===== src/rtl/car_pkg.sv =====
`timescale 1ns / 1ps
package car_pkg;
	localparam int unsigned DataW = 32;
	localparam int unsigned Latency = 4;
	localparam logic [31:0] OneBits = 32'h3f800000;
	localparam logic [31:0] QnanBits = 32'h7fc00000;
	localparam logic [31:0] OneMinusUlp = 32'h3f7fffff;
	localparam logic [7:0] ExpBias = 8'd127;

	typedef enum logic [1:0] {
		RM_RNE = 2'd0,
		RM_RTZ = 2'd1,
		RM_RDN = 2'd2,
		RM_RUP = 2'd3
	} round_mode_t;

	// result classes decided in the decode stage
	typedef enum logic [2:0] {
		CL_PASS,
		CL_CONST,
		CL_SMALL,
		CL_FRAC
	} class_t;

	typedef struct packed {
		class_t      cls;
		logic [31:0] fixed_val;
		logic        neg;
		round_mode_t rm;
	} ctl_t;

	// index of the most significant set bit of a 24-bit word
	function automatic logic [4:0] msb24(input logic [23:0] v);
		logic [4:0] p;
		p = 5'd0;
		for (int i = 0; i < 24; i++) begin
			if (v[i]) p = 5'(i);
		end
		return p;
	endfunction
endpackage


===== src/rtl/car_decode.sv =====
`timescale 1ns / 1ps
// classifies the word and forms the 24-bit or 64-bit magnitude to pack
module car_decode import car_pkg::*; (
	input  logic        [31:0] x_bits,
	input  round_mode_t        rm,
	output ctl_t               ctl,
	output logic        [63:0] small_n,
	output logic        [5:0]  small_s,
	output logic        [23:0] frac_n
);
	logic [7:0]  ef;
	logic [22:0] m;
	logic [7:0]  s;
	logic [4:0]  e;
	logic [1:0]  nlow;
	logic [23:0] frac;
	logic [47:0] sh;

	always_comb begin
		ef = x_bits[30:23];
		m = x_bits[22:0];
		s = ExpBias - ef;
		e = ef[4:0] - 5'd31; // ef-127 for ef in 127..151, low 5 bits
		ctl = '0;
		ctl.rm = rm;
		small_n = '0;
		small_s = '0;
		frac_n = '0;
		sh = '0;
		nlow = '0;
		frac = '0;
		if (ef == 8'hff) begin
			ctl.cls = CL_CONST;
			ctl.fixed_val = (m != '0) ? x_bits : QnanBits;
		end else if (ef == 8'd0 || ef > 8'd151) begin
			ctl.cls = CL_CONST;
			ctl.fixed_val = OneBits;
		end else if (ef < 8'd127) begin
			if (s > 8'd40) begin
				ctl.cls = CL_CONST;
				ctl.fixed_val = (rm == RM_RTZ || rm == RM_RDN) ? OneMinusUlp : OneBits;
			end else begin
				ctl.cls = CL_SMALL;
				small_s = s[5:0];
				small_n = (64'd1 << (7'd23 + 7'(s[5:0]))) - {40'd0, 1'b1, m};
			end
		end else begin
			ctl.cls = CL_FRAC;
			if (ef == 8'd151) begin
				nlow = {m[0], 1'b0};
				frac = '0;
			end else begin
				sh = {24'd0, 1'b1, m} << e;
				nlow = sh[24:23];
				frac = {1'b0, sh[22:0]};
			end
			unique case (nlow)
				2'd0: begin frac_n = 24'h800000 - frac; ctl.neg = 1'b0; end
				2'd1: begin frac_n = frac; ctl.neg = 1'b1; end
				2'd2: begin frac_n = 24'h800000 - frac; ctl.neg = 1'b1; end
				default: begin frac_n = frac; ctl.neg = 1'b0; end
			endcase
		end
	end
endmodule


===== src/rtl/car_pack.sv =====
`timescale 1ns / 1ps
// normalization and rounding, split over two register stages
module car_pack import car_pkg::*; (
	input  logic        clk,
	input  logic        arst_n,
	input  logic        vld_in,
	input  ctl_t        ctl_in,
	input  logic [63:0] small_n,
	input  logic [5:0]  small_s,
	input  logic [23:0] frac_n,
	output logic        vld_out,
	output logic [31:0] res_out
);
	// stage a: normalize
	logic        vld_s3;
	ctl_t        ctl_s3;
	logic [24:0] q_s3;
	logic        half_s3, sticky_s3;
	logic [7:0]  exp_s3;
	logic [4:0]  fp;
	logic [63:0] nrm;

	always_comb begin
		// with s of one the difference fits in 24 bits and is exact
		fp = msb24((ctl_in.cls == CL_SMALL) ? small_n[23:0] : frac_n);
		// s above one: 1 - a lies in [2^-1, 1), top bit at 22+s
		nrm = small_n << (6'd41 - small_s);
	end

	always_ff @(posedge clk or negedge arst_n) begin
		if (!arst_n) begin
			vld_s3 <= 1'b0;
		end else begin
			vld_s3 <= vld_in;
		end
	end

	always_ff @(posedge clk) begin
		ctl_s3 <= ctl_in;
		if (ctl_in.cls == CL_SMALL && small_s != 6'd1) begin
			q_s3 <= {1'b0, nrm[63:40]};
			half_s3 <= nrm[39];
			sticky_s3 <= nrm[38:0] != '0;
			exp_s3 <= 8'd126;
		end else if (ctl_in.cls == CL_SMALL) begin
			q_s3 <= {1'b0, small_n[23:0] << (5'd23 - fp)};
			half_s3 <= 1'b0;
			sticky_s3 <= 1'b0;
			exp_s3 <= 8'(fp) + 8'd103;
		end else begin
			q_s3 <= {1'b0, frac_n << (5'd23 - fp)};
			half_s3 <= 1'b0;
			sticky_s3 <= 1'b0;
			exp_s3 <= 8'(fp) + 8'd104;
		end
	end

	// stage b: round and assemble
	logic [24:0] qr;
	logic [7:0]  er;
	logic        inc;
	logic [31:0] r;

	always_comb begin
		inc = 1'b0;
		unique case (ctl_s3.rm)
			RM_RNE: inc = half_s3 && (sticky_s3 || q_s3[0]);
			RM_RUP: inc = half_s3 || sticky_s3;
			default: inc = 1'b0;
		endcase
		if (ctl_s3.cls != CL_SMALL) inc = 1'b0;
		qr = q_s3 + 25'(inc);
		er = exp_s3;
		if (qr[24]) begin
			qr = qr >> 1;
			er = er + 8'd1;
		end
		unique case (ctl_s3.cls)
			CL_CONST, CL_PASS: r = ctl_s3.fixed_val;
			CL_SMALL: r = {1'b0, er, qr[22:0]};
			default: r = (q_s3[23:0] == '0) ? {ctl_s3.neg, 31'd0}
				: {ctl_s3.neg, er, qr[22:0]};
		endcase
	end

	always_ff @(posedge clk or negedge arst_n) begin
		if (!arst_n) begin
			vld_out <= 1'b0;
		end else begin
			vld_out <= vld_s3;
		end
	end

	always_ff @(posedge clk) begin
		res_out <= r;
	end
endmodule


===== src/rtl/cosine_argument_reduce_f32_unit.sv =====
`timescale 1ns / 1ps
// done is start delayed through the valid registers vld_s1, vld_s2 and vld_s3
// throughput: one transaction per cycle, busy is held low
// stages: input register, decode, normalize, round and output register
// reset: arst_n asynchronous active low clears valid bits and round_mode to nearest-even
// the receiver cannot stall; each result is shown for one cycle with done
module cosine_argument_reduce_f32_unit import car_pkg::*; (
	input  logic        clk,
	input  logic        arst_n,
	input  logic        start,
	output logic        busy,
	input  logic [31:0] x_bits,
	input  logic        cfg_we,
	input  logic [1:0]  cfg_wdata,
	output logic        done,
	output logic [31:0] result_bits
);
	// configuration register
	round_mode_t rm_q;

	always_ff @(posedge clk or negedge arst_n) begin
		if (!arst_n) begin
			rm_q <= RM_RNE;
		end else if (cfg_we) begin
			rm_q <= round_mode_t'(cfg_wdata);
		end
	end

	// fully pipelined, never stalls
	assign busy = 1'b0;

	// stage 1: capture the operand
	logic        vld_s1;
	logic [31:0] x_s1;

	always_ff @(posedge clk or negedge arst_n) begin
		if (!arst_n) begin
			vld_s1 <= 1'b0;
		end else begin
			vld_s1 <= start;
		end
	end

	always_ff @(posedge clk) begin
		x_s1 <= x_bits;
	end

	// stage 2: classify and form the unnormalized magnitude
	ctl_t        ctl_d;
	logic [63:0] small_d;
	logic [5:0]  s_d;
	logic [23:0] frac_d;

	car_decode u_dec (
		.x_bits (x_s1),
		.rm     (rm_q),
		.ctl    (ctl_d),
		.small_n(small_d),
		.small_s(s_d),
		.frac_n (frac_d)
	);

	logic        vld_s2;
	ctl_t        ctl_s2;
	logic [63:0] small_s2;
	logic [5:0]  s_s2;
	logic [23:0] frac_s2;

	always_ff @(posedge clk or negedge arst_n) begin
		if (!arst_n) begin
			vld_s2 <= 1'b0;
		end else begin
			vld_s2 <= vld_s1;
		end
	end

	always_ff @(posedge clk) begin
		ctl_s2 <= ctl_d;
		small_s2 <= small_d;
		s_s2 <= s_d;
		frac_s2 <= frac_d;
	end

	// stages 3 and 4: normalize, round, pack
	car_pack u_pack (
		.clk    (clk),
		.arst_n (arst_n),
		.vld_in (vld_s2),
		.ctl_in (ctl_s2),
		.small_n(small_s2),
		.small_s(s_s2),
		.frac_n (frac_s2),
		.vld_out(done),
		.res_out(result_bits)
	);
endmodule


===== config.mk =====
export PLATFORM = sky130hd
export DESIGN_NAME = cosine_argument_reduce_f32_unit
export DESIGN_NICKNAME = d
export VERILOG_FILES = /design/src/rtl/car_pkg.sv /design/src/rtl/car_decode.sv /design/src/rtl/car_pack.sv /design/src/rtl/cosine_argument_reduce_f32_unit.sv
export SDC_FILE = /design/constraint.sdc
export NUM_CORES = 1
export LEC_CHECK = 0
export ABC_AREA = 1
export BUFFER_PORTS_ARGS = -buffer_cell sky130_fd_sc_hd__buf_2
export CAP_MARGIN = 5
export CORE_UTILIZATION = 43
export CTS_BUF_LIST = sky130_fd_sc_hd__clkbuf_8 sky130_fd_sc_hd__clkbuf_16
export CTS_CLUSTER_DIAMETER = 120
export DETAILED_ROUTE_END_ITERATION = 8
export RECOVER_POWER = 50
export SETUP_SLACK_MARGIN = 0.02
export SYNTH_ARGS = -nofsm -noshare
export SYNTH_HDL_FRONTEND = slang
export SYNTH_SLANG_ARGS = --single-unit

===== constraint.sdc =====
create_clock -name clk -period 8.5 [get_ports clk]
set_input_delay 1.7 -clock clk [delete_from_list [all_inputs] [get_ports clk]]
set_output_delay 1.7 -clock clk [all_outputs]
set_load 0.005 [all_outputs]

==> metrics.cfg, run 1 <==
[sta]
finalSetupTns_ns = 0
worst_slack_ns = 2.63
fmaxAchievable_mhz = 170
setup_viol = 0
slew_headroom_pct = -22.7
worst_hold_slack_ns = 0.326
hold_violations = 0
finalCritPeriodShare_pct = 69.0
rsz0062_at_grt = false
final_max_slew_viol_count = 46
clock_skew_ns = 0.0208
period_needed_ns = 5.87
worst_pin_slew_ns = 1.84

[clocking]
h-tree-depth = 1
clkSinkCount = 272
cts_buffers = 28
cts.clk_slew.worst_paths_ns = 0.06
ctsHoldBuffers = 0
clock_tree.buffer_depth = 3
cts_setup_buffers = 0
post_cts_resized = 0
cts_tree = done
clock_latency_ns = 0.58
clockRootBuffer = clkbuf_16

[critical_path]
cp-start-kind = flip-flop
slowest_stage = clkinv_1
slowest_delay_ns = 1.44
endpoint_kind = flip-flop
worstPathRequired_ns = 8.91
crit_chain = buf_4, inv_1, nor3_1, or2_0, o21ai_0, nor2_2, clkbuf_1, clkinv_1, nor3_1
critical_path_arrival_ns = 6.28
worst_path_most_repeated_cell = nor3_1
path_max_fanout = 51
crit_start = x_s1[23]
crit_type = reg2reg
rr_startpoint = x_s1[23]

[finish]
nets = 2826
diodes = 0
drive_gt1_share_pct = 7.29
finalNonFillerCells = 3295
final_common_cell = nand2_1
area_growth_pct = 8.79
final_cell_mix = nand2_1 (650), o21ai_0 (330), inv_1 (297)

[floorplanning]
fp.dieW_um = 204
rows = 73
die_h_um = 204
io_pins = 72
start_util_pct = 43.8
core_area_sq_mm = 0.0400
dieArea_sq_mm = 0.0416

[yosys]
ys_ff_latch = 272
synth_flop_cell = dfxtp_1
synth_area_per_cell_sq_um = 6.35
ys_warn_count = 0
seq_area_frac_synth_pct = 31.2
synth_top_area_share_pct = 30.4
yosysTopAreaCell = dfxtp_1
netlist_instances = 2760
syn-cell-area_sq_mm = 0.0175
synth_edf_count = 0
synth_cell_types = 69
async_flop_share_pct = 2.21
netlist_top_cells_area = dfxtp_1 (30%), nand2_1 (14%), o21ai_0 (9.4%)

[power_and_ir_drop]
seqPwrFrac_pct = 38.2
vdd_drop_max_mv = 0.157
power_frac_comb_pct = 31.4
total_power_w = 0.00405
power.switching_w = 0.00152
leakage_nw = 9.07
internal_power_w = 0.00254
clock_power_share_pct = 30.4
powerDensity_mw_per_mm2 = 213
switching_share_pct = 37.4

[job]
maxCapViolCount = 1

[min_path]
hp-start = ctl_s2[1]
hold_class = reg2reg

[detailed_routing]
finalWirelength_mm = 61.3
drc = 0
detail_route.vias_per_cell = 5.48
wl_per_cell_um = 18.6
drt-pass1-iter-count = 8
drtIter0Drc = 1903
antenna_left = 0
vias = 18055

[global_route]
grt_pass1_wl_mm = 94.9
grt_max_degree = 72
overflow = 0
antenna_found_initial = 0
track_usage_pct = 29.4
grt_pass1_vias = 16491

[place]
io_buffers = 70
place_inst = 3243
dp_slack_ns = 3.03
dpl.hpwl_mm = 49.0
place.gp.congestion = 0.977

[run_status]
violations = max-capacitance violations, max-slew violations
outcome = finished, violations left

## Yosys cell counts (3+ instances only)
cell	n
nand2_1	649
o21ai_0	330
inv_1	294
nor2_1	268
dfxtp_1	266
nand3_1	181
a21oi_1	136
clkbuf_1	92
nor3_1	71
mux2i_1	54
o211ai_1	40
ha_1	39
o21ai_1	35
nand4_1	31
nor4_1	23
xor2_1	22
inv_2	21
or2_2	21
buf_1	20
buf_2	18
a31oi_1	8
nor3_2	8
o21a_1	8
buf_4	7
o22ai_1	7
xnor2_1	7
dfrtp_1	6
a21oi_2	5
clkinv_1	5
nor3b_1	5
o31ai_1	5
a32o_1	4
nand2_2	4
nand2_4	4
nor2_2	4
o311ai_0	4
a211oi_1	3
a22oi_1	3
nand3b_1	3
nor3_4	3
o21bai_1	3
o221ai_1	3
o41ai_1	3
## final cells by class
type / instances / area, sq um
repair buffers: 89 / 463
well taps: 525 / 657
clock buffers: 32 / 756
flip-flops and latches: 272 / 5480
multi-input cells: 2034 / 10300
inverters: 323 / 1220
clock inverters: 20 / 198
fillers: 4255 / 20900
## metrics by stage
stage	cell area, sq um	util [%]
2_1_floorplan	17600	-
3_5_place_dp	18200	45.4
6_report	19100	47.7
4_1_cts	19100	47.8
3_3_place_gp	18200	45.4
5_1_grt	19100	47.7
## power by group through the flow
stage	clock [W]	combinational, W	sequential, W
final	0.00123	0.00127	0.00155
after global routing	0.00131	0.00143	0.00156
after CTS	0.00125	0.00126	0.00155
after detailed placement	0	0.00125	0.00157
after global placement	0	0.00125	0.00157
after floorplan	0	0.000932	0.00153
## layer usage
metal,part of all wire [%],GRT usage [%],vias to the layer above
met1,48,43.5,8235
met5,0,0,-
met3,5.9,2.85,111
li1,-,-,9054
met4,3.0,9.37,0
met2,43,44.5,655
## cells by family (layout without fill, tap and decap cells)
kind of cell               count (synthesis)  count (layout)  synth area share [%]
muxes                                     56              56                  3.21
AOI/OAI and AO/OA                        612             612                  19.2
adders and majority gates                 40              40                  2.90
other                                      2              10                0.0429
buffers and inverters                    462             464                  10.3
xor gates and xnor gates                  29              29                  1.45
DFF                                      272             272                  31.2
and+or+nand+nor                         1287            1287                  31.6
## state kept, by name, summed over array words and instances (netlist names)
register,count
u_pack.ctl_s3,37
u_pack.exp_s3,8
u_pack.q_s3,24
ctl_s2,37
vld_s1,1
u_pack.sticky_s3,1
u_pack.half_s3,1
u_pack.vld_s3,1
vld_s2,1
u_pack.vld_out,1
s_s2,6
small_s2,64
u_pack.res_out,32
x_s1,32
frac_s2,24
rm_q,2
## critical path, delay by kind of cell, from the launching register on
kind / cells / cell delay, ns
AOI/OAI and AO/OA: 1 / 0.44
and+or+nand+nor: 4 / 1.57
DFF: 1 / 0.31
buffers and inverters: 4 / 3.35
## worst paths after layout
kind	to	cells after the start	slack [ns]
min in group asynchronous	rm_q[1]	1	0.98
max in group asynchronous	u_pack.vld_s3	1	7.28
setup / recovery	small_s2[32]	9	2.63
setup reg to reg	small_s2[32]	9	2.63
hold reg to reg	u_pack.ctl_s3[1]	0	0.33
hold / removal	u_pack.ctl_s3[1]	0	0.33
Note: power is estimated with default switching activity, not from simulation.
==> run 2: changes to the inputs <==
- clock period: 8.5 -> 5.6 ns (I/O delays scaled with it)
==> run 2 against run 1 <==
  * The flow still finishes with violations (max-capacitance violations, max-slew violations)
  * Fmax is 21% higher
  * Sequential power grew 52%
  * Clock power rose by 67%
  * Count of clock-buffer cells in the layout stayed put
  * First-iteration DRC count is 1.0% higher
  * Worst setup slack got worse by 1.9 ns
  * Final area rose by 0.67%
  * Critical endpoint is now small_s2[63]
  * Routed wire length shrank 0.71%
  * Worst hold slack worse by 0.0042 ns
==> metrics.cfg, run 2 (synthesized netlist as in run 1, its figures left out) <==
[finish]
drive_gt1_share_pct = 7.45  ; was 7.29%
diodes = 0  ; unchanged
largest_register = small_s2  ; unchanged
top_regs = small_s2 x64, ctl_s2 x37, u_pack.ctl_s3 x37  ; unchanged
final_cell_mix = nand2_1 (649), o21ai_0 (330), inv_1 (298)  ; was nand2_1 (650), o21ai_0 (330), inv_1 (297)
nets = 2832  ; was 2826
final_common_cell = nand2_1  ; unchanged
largest_reg_flops = 64  ; unchanged
fin_util_pct = 48.0  ; was 47.7%
area_growth_pct = 9.52  ; was 8.79%

[detailed_routing]
detail_route.vias_per_cell = 5.50  ; was 5.48
finalWirelength_mm = 60.9  ; was 61.3 mm
drt-pass1-iter-count = 6  ; was 8
drc = 0  ; unchanged
antenna_left = 0  ; unchanged
vias = 18146  ; was 18055
drtIter0Drc = 1922  ; was 1903
wl_per_cell_um = 18.4  ; was 18.6 um

[place]
io_buffers = 70  ; unchanged
dpl.hpwl_mm = 48.6  ; was 49.0 mm
place.gp.congestion = 1.02  ; was 0.977

[sta]
finalSetupTns_ns = 0  ; unchanged
slew_headroom_pct = -1.88  ; was -22.7%
rsz0062_at_grt = false  ; unchanged
final_max_slew_viol_count = 28  ; was 46
worst_pin_slew_ns = 1.53  ; was 1.84 ns
fmaxAchievable_mhz = 206  ; was 170 MHz
finalCritPeriodShare_pct = 86.8  ; was 69.0%
setup_viol = 0  ; unchanged
period_needed_ns = 4.86  ; was 5.87 ns
hold_violations = 0  ; unchanged
clock_skew_ns = 0.0143  ; was 0.0208 ns

[critical_path]
rr_startpoint = x_s1[24]  ; was x_s1[23]
worst_path_most_repeated_cell = o21ai_1  ; was nor3_1
setup.worst_path.end = small_s2[63]  ; was small_s2[32]
worstPathRequired_ns = 6.10  ; was 8.91 ns
path_max_fanout = 24  ; was 51
slowest_stage = dfxtp_1  ; was clkinv_1
crit_start = x_s1[24]  ; was x_s1[23]
critical_path_arrival_ns = 5.36  ; was 6.28 ns
reg2reg_slack_ns = 0.74  ; was 2.63 ns
slowest_delay_ns = 0.38  ; was 1.44 ns
r2r_cells = 27  ; was 9
endpoint_kind = flip-flop  ; unchanged
rr_endpoint = small_s2[63]  ; was small_s2[32]
crit_type = reg2reg  ; unchanged
cp-start-kind = flip-flop  ; unchanged

[clocking]
post_cts_resized = 0  ; unchanged
clock_tree.buffer_depth = 3  ; unchanged
clkSinkCount = 272  ; unchanged
cts_tree = done  ; unchanged
cts_buffers = 29  ; was 28
ctsHoldBuffers = 0  ; unchanged
clock_latency_ns = 0.57  ; was 0.58 ns
h-tree-depth = 1  ; unchanged
cts_setup_buffers = 0  ; unchanged
cts.clk_slew.worst_paths_ns = 0.06  ; about the same
clockRootBuffer = clkbuf_16  ; unchanged

[job]
maxCapViolCount = 1  ; unchanged

[floorplanning]
rows = 73  ; unchanged
dieArea_sq_mm = 0.0416  ; unchanged
start_util_pct = 43.8  ; unchanged
core_area_sq_mm = 0.0400  ; unchanged
fp.dieW_um = 204  ; unchanged
die_h_um = 204  ; unchanged
io_pins = 72  ; unchanged

[power_and_ir_drop]
leakage_nw = 9.14  ; was 9.07 nW
vdd_drop_max_mv = 0.244  ; was 0.157 mV
powerDensity_mw_per_mm2 = 330  ; was 213 mW/mm^2

[run_status]
outcome = finished, violations left  ; unchanged
violations = max-capacitance violations, max-slew violations  ; unchanged

[global_route]
grt_max_degree = 72  ; unchanged
overflow = 0  ; unchanged
grt_pass1_wl_mm = 93.7  ; was 94.9 mm
grt_pass1_vias = 16524  ; was 16491
track_usage_pct = 29.0  ; was 29.4%
antenna_found_initial = 0  ; unchanged

[min_path]
hold_class = reg2reg  ; unchanged

## run 2: cell count changes in the layout (fill, tap and decap cells not counted), sizes merged
cell,delta
clkbuf,+3
bufinv,+3
clkinv,-5
inv,+5
clkinvlp,-1
buf,+2
## run 2: metal layers
metal  track usage [%]  vias up  share of wire, %
met1              42.2     8292                48
met4              8.38        0               2.8
li1                  -     9072                 -
met5                 0        -                 0
met2              44.1      684                43
met3              4.13       98               7.0
## run 2: final cells by class
type / count / area (sq um)
well taps: 525 / 657
inverters: 323 / 1220
flip-flops and latches: 272 / 5480
fillers: 4272 / 20800
multi-input cells: 2034 / 10300
repair buffers: 94 / 497
clock inverters: 22 / 275
clock buffers: 32 / 767
## run 2: report_power, final
| group | switching, W | internal [W] |
|---|---|---|
| registers | 0.000174 | 0.00217 |
| clock network | 0.000820 | 0.00123 |
| logic | 0.00133 | 0.000615 |
| total | 0.00232 | 0.00402 |
## run 2: stage by stage
step	hold WS (ns)	total power (W)	instances	instance area (sq um)	setup WS [ns]
2_1_floorplan	0.310	0.00373	2768	17600	1.65
3_3_place_gp	0.311	0.00430	3248	18200	0.983
3_5_place_dp	0.312	0.00430	3248	18200	0.973
4_1_cts	0.323	0.00635	3302	19200	0.963
5_1_grt	0.330	0.00672	3302	19200	0.245
6_report	0.321	0.00634	3302	19200	0.738
## run 2: worst max-delay path, delay by kind of cell (launching register included)
| family | cells | cell delay (ns) |
|---|---|---|
| fa+ha+maj | 1 | 0.21 |
| simple gates | 10 | 1.71 |
| compound gates | 10 | 1.74 |
| buf+inv | 6 | 0.76 |
| flops | 1 | 0.38 |
## run 2: how the worst min path moves through the flow
stage,start,to,slack [ns],cells past startpoint
global placement,ctl_s2[34],u_pack.ctl_s3[34],0.31,0
finish,ctl_s2[34],u_pack.ctl_s3[34],0.32,0
global route,ctl_s2[19],u_pack.ctl_s3[19],0.33,0
floorplan,ctl_s2[0],u_pack.ctl_s3[0],0.31,0
CTS,ctl_s2[34],u_pack.ctl_s3[34],0.32,0
detailed placement,ctl_s2[14],u_pack.ctl_s3[14],0.31,0
==> run 3: changes to the inputs <==
- BUFFER_PORTS_ARGS: -buffer_cell sky130_fd_sc_hd__buf_2 -> default
- CORE_UTILIZATION: 43 -> 65
- DONT_BUFFER_PORTS: default -> 1
- PLACE_DENSITY: default -> 0.81
==> run 3 against run 2 <==
  * The run ends with design-rule violations, max-capacitance violations, max-slew violations left
  * Global-route usage is 12 points higher
  * Power is 3.8% lower
  * Count of clock-buffer cells in the layout is 5 lower
  * Clock power is 9% lower
  * Routed wire length is 5.1% lower
==> metrics.cfg, run 3 (synthesized netlist as in run 1, its figures left out) <==
[run_status]
outcome = finished, violations left  ; unchanged
violations = design-rule violations, max-capacitance violations, max-slew violations  ; was max-capacitance violations, max-slew violations

[critical_path]
crit_type = reg2reg  ; unchanged
slowest_delay_ns = 1.48  ; was 0.38 ns
slowest_stage = clkinv_1  ; was dfxtp_1
critical_path_arrival_ns = 5.42  ; was 5.36 ns
endpoint_kind = flip-flop  ; unchanged
reg2reg_slack_ns = 0.58  ; was 0.74 ns
rr_startpoint = x_s1[24]  ; unchanged
worst-path-buf-inv = 3  ; was 6
rr_endpoint = small_s2[2]  ; was small_s2[63]
crit_cells = 8  ; was 27
cp-start-kind = flip-flop  ; unchanged
setup.worst_path.end = small_s2[2]  ; was small_s2[63]
r2r_cells = 8  ; was 27
worstPathRequired_ns = 6.00  ; was 6.10 ns
crit_start = x_s1[24]  ; unchanged
path_max_fanout = 45  ; was 24
critical-path-top-delay-family = buffers and inverters  ; was compound AO/OA/AOI/OAI gates
crit_chain = inv_1, nor3_4, or2_4, o21ai_0, nor2_2, clkbuf_1, clkinv_1, nor3b_1

[clocking]
clkSinkCount = 272  ; unchanged
cts_tree = done  ; unchanged
clock_latency_ns = 0.55  ; was 0.57 ns
post_cts_resized = 0  ; unchanged
cts_setup_buffers = 0  ; unchanged
cts_buffers = 26  ; was 29
ctsHoldBuffers = 0  ; unchanged
cts.clk_slew.worst_paths_ns = 0.06  ; about the same
h-tree-depth = 1  ; unchanged
clockRootBuffer = clkbuf_16  ; unchanged
clock_tree.buffer_depth = 3  ; unchanged

[sta]
finalCritPeriodShare_pct = 89.6  ; was 86.8%
slew_headroom_pct = -22.2  ; was -1.88%
final_max_slew_viol_count = 46  ; was 28
fmaxAchievable_mhz = 199  ; was 206 MHz
setup_viol = 0  ; unchanged
period_needed_ns = 5.02  ; was 4.86 ns
hold_violations = 0  ; unchanged
rsz0062_at_grt = false  ; unchanged
worst_pin_slew_ns = 1.83  ; was 1.53 ns
finalSetupTns_ns = 0  ; unchanged
clock_skew_ns = 0.0148  ; was 0.0143 ns

[job]
maxCapViolCount = 1  ; unchanged

[power_and_ir_drop]
leakage_nw = 8.84  ; was 9.14 nW
vdd_drop_max_mv = 0.308  ; was 0.244 mV
powerDensity_mw_per_mm2 = 330  ; about the same

[finish]
top_regs = small_s2 x64, ctl_s2 x37, u_pack.ctl_s3 x37  ; unchanged
area_growth_pct = 5.56  ; was 9.52%
diodes = 0  ; unchanged
drive_gt1_share_pct = 5.59  ; was 7.45%
multi_input_area_sq_mm = 0.0103  ; unchanged
largest_register = small_s2  ; unchanged
largest_reg_flops = 64  ; unchanged
num-fill-cells = 2213  ; was 4272
final_cell_mix = nand2_1 (649), o21ai_0 (330), inv_1 (299)  ; was nand2_1 (649), o21ai_0 (330), inv_1 (298)
seqCellArea_sq_mm = 0.00548  ; unchanged
nets = 2758  ; was 2832
final_common_cell = nand2_1  ; unchanged
final_cell_area_sq_mm = 0.0185  ; was 0.0192 sq mm

[floorplanning]
fp.dieW_um = 166  ; was 204 um
rows = 59  ; was 73
core_area_sq_mm = 0.0263  ; was 0.0400 sq mm
dieArea_sq_mm = 0.0276  ; was 0.0416 sq mm
io_pins = 72  ; unchanged
start_util_pct = 66.7  ; was 43.8%
die_h_um = 166  ; was 204 um

[global_route]
grt_max_degree = 72  ; unchanged
grt_pass1_vias = 16895  ; was 16524
track_usage_pct = 40.9  ; was 29.0%
grt_pass1_wl_mm = 90.1  ; was 93.7 mm
antenna_found_initial = 3  ; was 0
overflow = 0  ; unchanged

[detailed_routing]
drtIter0Drc = 3104  ; was 1922
detail_route.vias_per_cell = 6.23  ; was 5.50
vias = 18921  ; was 18146
wl_per_cell_um = 19.0  ; was 18.4 um
drc = 2  ; was 0
finalWirelength_mm = 57.8  ; was 60.9 mm
antenna_left = 0  ; unchanged
drt-pass1-iter-count = 9  ; was 6

[min_path]
hold_class = in2async  ; was reg2reg

[place]
dpl.hpwl_mm = 44.1  ; was 48.6 mm
io_buffers = 0  ; was 70
place.gp.congestion = 1.07  ; was 1.02
place_area_sq_mm = 0.0176  ; was 0.0182 sq mm

-- run 3: cell count changes in the layout (fill, tap and decap cells not counted), sizes merged --
cell / before / now
clkbuf: 54 / 29
inv: 325 / 322
clkinv: 13 / 14
buf: 72 / 21
clkinvlp: 2 / 3
-- run 3: worst min-delay path by stage --
stage / start / endpoint / slack (ns) / depth (start not counted)
2_1_floorplan: ctl_s2[0] / u_pack.ctl_s3[0] / 0.31 / 0
3_3_place_gp: ctl_s2[29] / u_pack.ctl_s3[29] / 0.31 / 0
3_5_place_dp: ctl_s2[12] / u_pack.ctl_s3[12] / 0.31 / 0
4_1_cts: arst_n / rm_q[0] / 0.26 / 0
5_1_grt: arst_n / rm_q[0] / 0.25 / 0
6_report: arst_n / u_pack.vld_s3 / 0.26 / 0
-- run 3: area by class of cell --
class | instances | area share, %
flip-flops and latches | 272 | 29.6
clock buffers | 27 | 3.59
inverters | 323 | 6.58
multi-input cells | 2034 | 55.7
well taps | 335 | 2.27
clock inverters | 21 | 1.37
repair buffers | 23 | 0.893
-- run 3: report_power, final --
part	total, W	switching (W)	internal, W
combinational	0.00189	0.00130	0.000581
sequential	0.00236	0.000183	0.00217
clock	0.00186	0.000758	0.00110
total	0.00610	0.00225	0.00385
-- run 3: routing by layer --
layer | global-route usage [%] | part of all wire (%)
met5 | 0 | 0.047
met3 | 7.67 | 12
met4 | 20.8 | 5.8
met1 | 55.2 | 40
met2 | 62.2 | 42
-- run 3: worst reg2reg max path, delay by kind of cell, from the launching register on --
kind / cells / cell delay [ns]
AOI/OAI and AO/OA: 1 / 0.24
DFF: 1 / 0.40
buffers and inverters: 3 / 2.98
and+or+nand+nor: 4 / 1.27
-- run 3: stage by stage --
stage	utilization (%)	hold slack [ns]	power, W	cells	worst slack [ns]
finish	70.4	0.262	0.00610	3035	0.581
global route	70.4	0.251	0.00640	3035	0.225
CTS	70.4	0.256	0.00604	3035	0.911
detailed placement	66.9	0.312	0.00419	2987	0.905
global placement	66.9	0.311	0.00414	2987	1.24
floorplan	-	0.310	0.00373	2768	1.65
